<file path="config.mk">
export PLATFORM = sky130hd
export DESIGN_NAME = periodic_task_tick_scheduler_core
export DESIGN_NICKNAME = d
export VERILOG_FILES = /design/src/design/ptts_pkg.sv /design/src/design/ptts_cell.sv /design/src/design/periodic_task_tick_scheduler_core.sv
export SDC_FILE = /design/constraint.sdc
export NUM_CORES = 1
export LEC_CHECK = 0
export ABC_CLOCK_PERIOD_IN_PS = 8550
export BUFFER_PORTS_ARGS = -buffer_cell sky130_fd_sc_hd__buf_2
export CAP_MARGIN = 20
export CELL_PAD_IN_SITES_DETAIL_PLACEMENT = 1
export CELL_PAD_IN_SITES_GLOBAL_PLACEMENT = 1
export CORE_UTILIZATION = 40
export CTS_BUF_LIST = sky130_fd_sc_hd__clkbuf_8
export DETAILED_ROUTE_END_ITERATION = 12
export GPL_ROUTABILITY_DRIVEN = 0
export PLACE_DENSITY = 0.73
export SLEW_MARGIN = 20
export SYNTH_ARGS = -nofsm -noshare
export SYNTH_HDL_FRONTEND = slang
export SYNTH_SLANG_ARGS = --single-unit
</file>
<file path="constraint.sdc">
create_clock -name clock -period 8.55 [get_ports clock]
set_input_delay 1.71 -clock clock [delete_from_list [all_inputs] [get_ports clock]]
set_output_delay 1.71 -clock clock [all_outputs]
set_load 0.05 [all_outputs]
</file>
<file path="src/design/ptts_pkg.sv">
// ----------------------------------------------------------------------------
// Periodic task tick scheduler package
// Command codes, report limits and the structures passed between the
// controller and the chain of slot cells.
// ----------------------------------------------------------------------------
package ptts_pkg;

   // Command codes carried in the kind field.
   localparam logic [2:0] KIND_TICK    = 3'd0;
   localparam logic [2:0] KIND_CREATE  = 3'd1;
   localparam logic [2:0] KIND_SUSPEND = 3'd2;
   localparam logic [2:0] KIND_RESUME  = 3'd3;
   localparam logic [2:0] KIND_DELETE  = 3'd4;

   // Status codes reported with every result.
   localparam logic STATUS_OK       = 1'b0;
   localparam logic STATUS_OCCUPIED = 1'b1;

   // At most this many firings are reported for one tick.
   localparam logic [3:0] MAX_REPORTS = 4'd8;

   // Broadcast from the controller to every cell.
   typedef struct packed {
      logic        create;
      logic        suspend;
      logic        resume;
      logic        remove;
      logic [2:0]  slot;
      logic [15:0] period;
      logic [15:0] first_delay;
      logic        shift;   // move the walk token one cell along
      logic        step;    // the cell holding the token applies the tick
   } cmd_type;

   // Returned from each cell to the controller.
   typedef struct packed {
      logic fire;           // token here and the slot fires on this step
      logic hit_present;    // addressed by the command and present
   } cell_stat_type;

endpackage

</file>
<file path="src/design/ptts_cell.sv">
// ----------------------------------------------------------------------------
// Periodic task tick scheduler slot cell
// Holds one task slot and one stage of the walk token that is handed from
// cell to cell during a tick.
// ----------------------------------------------------------------------------
module ptts_cell
   import ptts_pkg::*;
#(
   parameter int SLOT_INDEX = 0
) (
   input  logic          clock,
   input  logic          reset,
   input  cmd_type       cmd,
   input  logic          tok_prev,
   output logic          tok_out,
   output cell_stat_type stat
);

   logic        present_ff, present_in;
   logic        running_ff, running_in;
   logic [15:0] countdown_ff, countdown_in;
   logic [15:0] period_ff, period_in;
   logic        tok_ff, tok_in;
   logic        sel;
   logic        cd_zero;

   assign sel     = (int'(cmd.slot) == SLOT_INDEX);
   assign cd_zero = (countdown_ff == 16'd0);

   // Next state from commands and from the tick step while holding the token.
   always_comb begin
      present_in   = present_ff;
      running_in   = running_ff;
      countdown_in = countdown_ff;
      period_in    = period_ff;
      tok_in       = cmd.shift ? tok_prev : tok_ff;
      if (sel && cmd.create && !present_ff) begin
         present_in   = 1'b1;
         running_in   = 1'b1;
         period_in    = cmd.period;
         countdown_in = cmd.first_delay;
      end
      if (sel && cmd.suspend) begin
         running_in = 1'b0;
      end
      if (sel && cmd.resume) begin
         running_in = 1'b1;
      end
      if (sel && cmd.remove) begin
         present_in = 1'b0;
      end
      if (tok_ff && cmd.step && running_ff) begin
         if (!cd_zero) begin
            countdown_in = countdown_ff - 16'd1;
         end else if (present_ff) begin
            countdown_in = period_ff - 16'd1;
         end
      end
   end

   // Slot marks, countdown and token.
   always_ff @(posedge clock) begin
      if (reset) begin
         present_ff   <= 1'b0;
         running_ff   <= 1'b0;
         countdown_ff <= 16'd0;
         tok_ff       <= 1'b0;
      end else begin
         present_ff   <= present_in;
         running_ff   <= running_in;
         countdown_ff <= countdown_in;
         tok_ff       <= tok_in;
      end
   end

   // Reload period is only read once create has written it.
   always_ff @(posedge clock) begin
      period_ff <= period_in;
   end

   assign tok_out          = tok_ff;
   assign stat.fire        = tok_ff && running_ff && cd_zero && present_ff;
   assign stat.hit_present = sel && present_ff;

endmodule

</file>
<file path="src/design/periodic_task_tick_scheduler_core.sv">
// ----------------------------------------------------------------------------
// Periodic task tick scheduler core
// Task slots indexed by priority, kept in a chain of cells. A tick walks a token
// down the chain, one slot per cycle unless paused, and reports each firing task.
//
//   Channel  Direction  Handshake              Payload
//   req      in         req_valid / req_stall  kind, slot, period, first_delay
//   rsp      out        rsp_valid / rsp_stall  status, fired, fired_slot, last
//
// Create, suspend, resume and delete complete in the cycle they are accepted.
// A tick is accepted, then the token passes down the chain one slot cell at
// a time, and the final result is sent from the flush state.
// Reset is synchronous and clears every slot at once; no clearing pass.
// The walk pauses while a held firing waits for a stalled result register;
// a new transaction is taken only when idle with the result register free.
// ----------------------------------------------------------------------------
module periodic_task_tick_scheduler_core
   import ptts_pkg::*;
#(
   parameter int SLOTS = 8
) (
   input  logic        clock,
   input  logic        reset,
   input  logic        req_valid,
   output logic        req_stall,
   input  logic [2:0]  req_kind,
   input  logic [2:0]  req_slot,
   input  logic [15:0] req_period,
   input  logic [15:0] req_first_delay,
   output logic        rsp_valid,
   input  logic        rsp_stall,
   output logic        rsp_status,
   output logic        rsp_fired,
   output logic [2:0]  rsp_fired_slot,
   output logic        rsp_last
);

   localparam int IDX_W = (SLOTS > 1) ? $clog2(SLOTS) : 1;

   typedef enum logic [1:0] {
      ST_IDLE,
      ST_WALK,
      ST_FLUSH
   } state_type;

   state_type        state_ff;
   logic [IDX_W-1:0] idx_ff;
   logic [3:0]       rep_cnt_ff;
   logic             pend_valid_ff;
   logic [2:0]       pend_slot_ff;
   logic             rsp_valid_ff;
   logic             rsp_status_ff;
   logic             rsp_fired_ff;
   logic [2:0]       rsp_fired_slot_ff;
   logic             rsp_last_ff;

   cmd_type          cmd;
   cell_stat_type    stat [SLOTS];
   logic [SLOTS-1:0] tok_vec;
   logic [SLOTS-1:0] fire_vec;
   logic [SLOTS-1:0] hit_vec;
   logic [IDX_W+2:0] idx_ext;
   logic             out_free;
   logic             req_take;
   logic             is_tick;
   logic             start;
   logic             walk_adv;
   logic             report;
   logic             at_end;
   logic             rsp_load;

   // Handshake and walk control.
   assign out_free  = !rsp_valid_ff || !rsp_stall;
   assign req_stall = !((state_ff == ST_IDLE) && out_free);
   assign req_take  = req_valid && !req_stall;
   assign is_tick   = (req_kind == KIND_TICK);
   assign start     = req_take && is_tick;
   assign walk_adv  = (state_ff == ST_WALK) && (!pend_valid_ff || out_free);
   assign report    = (|fire_vec) && (rep_cnt_ff < MAX_REPORTS);
   assign at_end    = (idx_ff == IDX_W'(SLOTS - 1));
   assign idx_ext   = {3'b000, idx_ff};

   // A result is loaded when a command completes, when a held firing is
   // passed on, or when a tick closes.
   assign rsp_load = ((state_ff == ST_IDLE) && req_take && !is_tick) ||
                     ((state_ff == ST_WALK) && walk_adv && report && pend_valid_ff) ||
                     ((state_ff == ST_FLUSH) && out_free);

   // Command broadcast to the chain.
   always_comb begin
      cmd.create      = req_take && (req_kind == KIND_CREATE);
      cmd.suspend     = req_take && (req_kind == KIND_SUSPEND);
      cmd.resume      = req_take && (req_kind == KIND_RESUME);
      cmd.remove      = req_take && (req_kind == KIND_DELETE);
      cmd.slot        = req_slot;
      cmd.period      = req_period;
      cmd.first_delay = req_first_delay;
      cmd.shift       = start || walk_adv;
      cmd.step        = walk_adv;
   end

   // Chain of slot cells; the token enters at slot zero.
   for (genvar i = 0; i < SLOTS; i++) begin : g_cell
      logic tok_prev;
      if (i == 0) begin : g_head
         assign tok_prev = start;
      end else begin : g_link
         assign tok_prev = tok_vec[i-1];
      end
      ptts_cell #(
         .SLOT_INDEX(i)
      ) u_cell (
         .clock    (clock),
         .reset    (reset),
         .cmd      (cmd),
         .tok_prev (tok_prev),
         .tok_out  (tok_vec[i]),
         .stat     (stat[i])
      );
      assign fire_vec[i] = stat[i].fire;
      assign hit_vec[i]  = stat[i].hit_present;
   end

   // Sequencer and result register.
   always_ff @(posedge clock) begin
      if (reset) begin
         state_ff      <= ST_IDLE;
         idx_ff        <= '0;
         rep_cnt_ff    <= 4'd0;
         pend_valid_ff <= 1'b0;
         rsp_valid_ff  <= 1'b0;
      end else begin
         if (rsp_load) begin
            rsp_valid_ff <= 1'b1;
         end else if (!rsp_stall) begin
            rsp_valid_ff <= 1'b0;
         end
         case (state_ff)
            ST_IDLE: begin
               if (req_take) begin
                  if (is_tick) begin
                     state_ff      <= ST_WALK;
                     idx_ff        <= '0;
                     rep_cnt_ff    <= 4'd0;
                     pend_valid_ff <= 1'b0;
                  end else begin
                     rsp_status_ff     <= (cmd.create && (|hit_vec)) ?
                                          STATUS_OCCUPIED : STATUS_OK;
                     rsp_fired_ff      <= 1'b0;
                     rsp_fired_slot_ff <= 3'd0;
                     rsp_last_ff       <= 1'b1;
                  end
               end
            end
            ST_WALK: begin
               if (walk_adv) begin
                  if (report) begin
                     // The held firing is not the last one: send it now.
                     if (pend_valid_ff) begin
                        rsp_status_ff     <= STATUS_OK;
                        rsp_fired_ff      <= 1'b1;
                        rsp_fired_slot_ff <= pend_slot_ff;
                        rsp_last_ff       <= 1'b0;
                     end
                     pend_valid_ff <= 1'b1;
                     pend_slot_ff  <= idx_ext[2:0];
                     rep_cnt_ff    <= rep_cnt_ff + 4'd1;
                  end
                  if (at_end) begin
                     state_ff <= ST_FLUSH;
                  end else begin
                     idx_ff <= idx_ff + IDX_W'(1);
                  end
               end
            end
            ST_FLUSH: begin
               // Final result: the held firing, or an empty one.
               if (out_free) begin
                  rsp_status_ff     <= STATUS_OK;
                  rsp_fired_ff      <= pend_valid_ff;
                  rsp_fired_slot_ff <= pend_valid_ff ? pend_slot_ff : 3'd0;
                  rsp_last_ff       <= 1'b1;
                  pend_valid_ff     <= 1'b0;
                  state_ff          <= ST_IDLE;
               end
            end
            default: begin
               state_ff <= ST_IDLE;
            end
         endcase
      end
   end

   assign rsp_valid      = rsp_valid_ff;
   assign rsp_status     = rsp_status_ff;
   assign rsp_fired      = rsp_fired_ff;
   assign rsp_fired_slot = rsp_fired_slot_ff;
   assign rsp_last       = rsp_last_ff;

`ifndef ASSERT_OFF
   // At most one cell holds the walk token.
   a_token_onehot0: assert property (@(posedge clock) disable iff (reset)
      $onehot0(tok_vec))
      else $error("walk token held by more than one cell");

   // During a walk the token sits in the cell named by the slot counter.
   a_token_at_idx: assert property (@(posedge clock) disable iff (reset)
      (state_ff == ST_WALK) |-> tok_vec[idx_ff])
      else $error("walk token out of step with slot counter");

   // Reported firings never exceed the limit.
   a_report_limit: assert property (@(posedge clock) disable iff (reset)
      rep_cnt_ff <= MAX_REPORTS)
      else $error("too many firings reported");

   // A result not marked last is always followed by more of the same tick.
   a_nonlast_busy: assert property (@(posedge clock) disable iff (reset)
      (rsp_valid_ff && !rsp_last_ff) |-> (state_ff != ST_IDLE))
      else $error("unterminated result sequence while idle");
`endif

endmodule
</file>
# Word level (Yosys, flattened, before mapping)
# Cells that the tools add are included.
# totals
reg_bits	300
out_inout_bits	8
elab_cells	359
in_bits	42
# classes
order_cmp	1
n_bitwise	1
n_reduce_logical	159
add_sub_neg	18
n_mux	106
eq_ne	24
# op_table
cell	n
two-way mux 16 bit	32
subtractor 16 x 1 -> 16 bit (second input constant)	16
logical NOT 16 bit	8
logical AND 1 bit	104
two-way mux 1 bit	46
two-way mux 3 bit	11
nonzero test 3 bit	9
equality test 3 bit (second input constant)	6
!= test 2 bit (second input constant)	9
two-way mux 4 bit	4
OR reduction 2 bit	8
OR reduction 8 bit	2
AND reduction 5 bit	3
logical NOT 1 bit	13
equality test 3 x 2 -> 1 bit (second input constant)	4
case mux 1 bit (3 select lines)	4
two-way mux 2 bit	5
case mux 3 bit (3 select lines)	1
case mux 4 bit (2 select lines)	1
AND reduction 8 bit	1
equality test 3 x 1 -> 1 bit (second input constant)	2
logical NOT 3 bit	2
case mux 2 bit (3 select lines)	1
case mux 3 bit (2 select lines)	1
12 further kinds	16

# Logic depth before layout (Yosys ltp)
# depth
word_depth	11
depth_mapped	10
ltp_nobuf	9

# Cells and area by module
# A second synthesis with hierarchy kept.
# hier_totals
cells_unflattened	2050
hier_area_um2	19306.0
# modules_own_cells
mod	seq_area_each_um2	cells_each	instances	area_per_inst_um2
ptts_cell at g_cell[5].u_cell ...	860.8	240	2	2327.2
ptts_cell at g_cell[1].u_cell ...	860.8	247	2	2259.7
ptts_cell at g_cell[3].u_cell	860.8	248	1	2278.4
ptts_cell at g_cell[7].u_cell	860.8	226	1	2264.7
ptts_cell at g_cell[0].u_cell	860.8	248	1	2219.6
ptts_cell at g_cell[4].u_cell	860.8	235	1	2194.6
periodic_task_tick_scheduler_core	490.5	119	1	1174.9

# Worst setup path after synthesis
# No wires, ideal clock.
# synth_path
kind	input port to output port
from	input rsp_stall
to	output req_stall
cell_stages	2
t_arrival_ps	2204
path_slack_ps	4636
path_buffers	0
required_ps	6840
path_cell_list	a21boi_2 -> inv_1
# synth_via
elab_chain_cells	4
# synth_rtl
item	line_no	text
start: declaration	periodic_task_tick_scheduler_core.sv:31	input logic rsp_stall,
logical NOT 1 bit	n/a	
logical OR 1 bit	periodic_task_tick_scheduler_core.sv:73	assign out_free = !rsp_valid_ff || !rsp_stall;
logical AND 1 bit	periodic_task_tick_scheduler_core.sv:74	assign req_stall = !((state_ff == ST_IDLE) && out_free);
logical NOT 1 bit	periodic_task_tick_scheduler_core.sv:74	
end: declaration	periodic_task_tick_scheduler_core.sv:25	output logic req_stall,
# Every way passes these cells.

# Final worst setup path
# Same ends and word-level chain as after synthesis.

==> summary.md <==
| Metric | Value |
|---|---|
| Leak | `7.35 nW` |
| Layout Nets | `2073` |
| Avg Inst Size Synth | `9.19 µm²` |
| Storage element area | `7380 µm²` |
| Syn Inst Count | `1980` |
| PD cells | `161 nW/µm²` |
| Cell Rows | `77` |
| Post-CTS setup buffers | `0` |
| Max FO, Critical Path | `7` |
| DRT iter0 DRCs | `1394` |
| Worst slew margin | `0.256` |
| Yosys top cell area share | `0.226` |
| Initial antenna violation count | `12` |
| Core area | `44500 µm²` |
| Max Slew Vio Count | `0` |
| Period utilisation layout | `0.501` |
| Clk buf depth | `3` |
| Worst Path Class, Setup | `in -> out` |
| Layout cells sized above 1 | `0.131` |
| Drt drc | `0` |
| CP endpoint kind | `primary output` |
| Die width | `215 µm` |
| Yosys cell types | `87` |
| Largest net degree at the start of global routing | `79` |
| Sequential Power Share | `0.466` |
| Clock Latency Late Sink | `660 ps` |
| Vias per cell | `6.18` |
| Post-route design area | `20200 µm²` |
| Pint | `2.42 mW` |
| Max IR drop VDD | `0.125 mV` |
| Count of state elements after synthesis | `300` |
| Clock sinks | `300` |
| Net Sw Frac | `0.258` |
| Die Area | `46300 µm²` |
| Number of primary I/O pins | `50` |
| Number of synthesized flops with an enable pin | `137` |
| Peak Freq | `233 MHz` |
| Setup violators final | `0` |
| CTS tree | `built` |
| Vias | `16338` |
| Number of global-route vias before repair | `16243` |
| Clock Root Buffer | `clkbuf_8` |
| Main flop type after synthesis | `dfxtp_1` |
| Final hold vios | `0` |
| Hold/Removal Path Class | `reg -> reg` |
| H-Tree Depth | `2` |
| Die Y | `215 µm` |
| Total gr overflow | `0` |
| Synth warn | `0` |
| Status | `finished, final reports clean` |
| Unrepaired setup endpoints after global routing | `false` |
| Startpoint Class | `input port` |
| Clock Power Share | `0.463` |
| Post-synth net total | `2053` |
| Resize count post-CTS | `0` |
| Switching power | `0.841 mW` |
| Final antenna-violating net count | `0` |
| Area Overhead vs Synth | `10.9%` |
| Logic pwr share | `0.071` |
| Post-synthesis async set-or-reset flop share | `0` |
| Seq/Total Area, Yosys | `0.405` |
| Wirelength per Cell | `24.1 µm` |
| Worst-margin pin slew | `1110 ps` |
| First-pass GRT wire length | `96900 µm` |
| Synth area leader | `edfxtp_1` |
| Post-layout minimum cycle time | `4280 ps` |
| Post-cts hold buffer count | `0` |
| Clk_skew | `25.3 ps` |
| GRT Total Usage | `0.273` |
| Critical Path AT | `2570 ps` |
| Top post-synthesis cells by area | `edfxtp_1, dfxtp_1, xnor2_1` |
| IO Port Bufs | `49` |
| Hpwl dp | `42300 µm` |
| Clock buffer count from CTS | `54` |
| Layout fillers | `5182` |
| DRT Wirelength | `63600 µm` |
| DRT Pass-1 Iters | `5` |
| Syn Std Cell Area | `18200 µm²` |
| Dpl cell area | `19000 µm²` |
| CP required | `6840 ps` |
| Footprint of the multi-input gates | `10200 µm²` |
| Clock slew at reported path FFs | `60 ps` |
| Initial core utilization | `0.409` |
| Fin Setup TNS | `0 ps` |
| MaxCap Viol Count | `0` |
==> final cells by class <==
class	count	share of cell area
diodes	7	0.000868
clock buffers	59	0.0402
clock inverters	43	0.0187
inverters	54	0.0100
multi-input cells	1517	0.507
flip-flops and latches	300	0.366
well taps	592	0.0367
repair buffers	73	0.0212
==> worst max-delay path: stages <==
cell      delay (ps)
buf_2            130
a21boi_2         290
inv_1            190
buf_2            250
==> layer usage <==
metal	global-route usage	vias up	part of all wire
met1	0.365	8091	0.44
li1	-	7524	-
met4	0.146	6	0.052
met2	0.431	566	0.45
met3	0.0326	151	0.063
met5	0	-	0.00063
==> through the flow <==
step | utilization | hold WS [ps] | worst slack, ps | std cells | total power [mW]
after floorplan | - | 450 | 4640 | 1980 | 1.66
after global routing | 0.453 | 514 | 4150 | 2640 | 3.35
after global placement | 0.426 | 466 | 3760 | 2536 | 1.77
after CTS | 0.453 | 490 | 4290 | 2638 | 3.28
after detailed placement | 0.426 | 483 | 3700 | 2536 | 1.77
final | 0.453 | 492 | 4270 | 2645 | 3.26
==> path summary, 6_finish.rpt <==
| kind | startpoint | end | cells after the start | slack [ps] |
|---|---|---|---|---|
| max | rsp_stall | req_stall | 4 | 4270 |
| min | rep_cnt_ff[2] | rep_cnt_ff[2] | 2 | 490 |
| max reg2reg | state_ff[1] | g_cell[5].u_cell.countdown_ff[5] | 8 | 4660 |
| min reg2reg | rep_cnt_ff[2] | rep_cnt_ff[2] | 2 | 490 |
==> sequential cells by signal (all words and copies together), names as in the netlist, 2 cells and up <==
name	count
pend_slot_ff	3
g_cell.u_cell.running_ff	8
rep_cnt_ff	4
g_cell.u_cell.present_ff	8
g_cell.u_cell.countdown_ff	128
g_cell.u_cell.period_ff	128
idx_ff	3
g_cell.u_cell.tok_out	8
state_ff	2
rsp_fired_slot	3
==> power by group through the flow <==
stage                     Clock [mW]  Combinational, mW  Sequential (mW)
after CTS                       1.54              0.227             1.52
after global routing            1.59              0.242             1.52
after detailed placement           0              0.226             1.55
final                           1.51              0.231             1.52
after floorplan                    0              0.114             1.55
after global placement             0              0.222             1.55
==> cell usage after synthesis, types with 11 or more instances <==
library cell	instances
dfxtp_1	163
inv_1	54
nand4_1	29
nor4_1	60
a22oi_1	31
nand2_1	155
a21oi_1	91
clkbuf_1	92
or4_1	36
mux2i_1	69
nor3_1	57
a211oi_1	15
edfxtp_1	137
o22ai_1	51
o21ai_0	89
mux2_2	66
xor2_1	86
or2_2	12
a221oi_1	41
nand3b_1	11
or3_1	35
and3_1	14
o31ai_1	18
ha_1	31
nor3b_1	21
nand3_1	76
xnor2_1	88
nor2_1	163
==> cells by family after synthesis <==
family	synth area share
XOR/XNOR	0.0838
adder cells (fa/ha/maj)	0.0213
buffers and inverters	0.0354
AO/OA/AOI/OAI	0.156
AND/OR/NAND/NOR	0.219
multiplexers	0.0788
flip-flops	0.405
==> layout by cell type (no fill, tap or decap), drive strengths merged, types with 8 or more instances in the layout <==
| master | count |
|---|---|
| o22ai | 51 |
| clkbuf | 59 |
| nor4 | 63 |
| and3 | 16 |
| buf | 73 |
| or2 | 12 |
| nand2 | 155 |
| mux2 | 66 |
| mux2i | 69 |
| a221oi | 41 |
| a21oi | 91 |
| xnor2 | 88 |
| o31ai | 18 |
| nand4 | 30 |
| dfxtp | 163 |
| ha | 31 |
| nor2b | 9 |
| and2 | 11 |
| nand3 | 76 |
| a211oi | 15 |
| nor2 | 163 |
| nand3b | 11 |
| nand4b | 8 |
| edfxtp | 137 |
| inv | 66 |
| clkinv | 22 |
| or3 | 36 |
| nor3b | 21 |
| o21ai | 93 |
| a31oi | 10 |
| xor2 | 86 |
| or4 | 40 |
| a22oi | 31 |
| nor3 | 61 |
(Power assumes the default switching activity.)
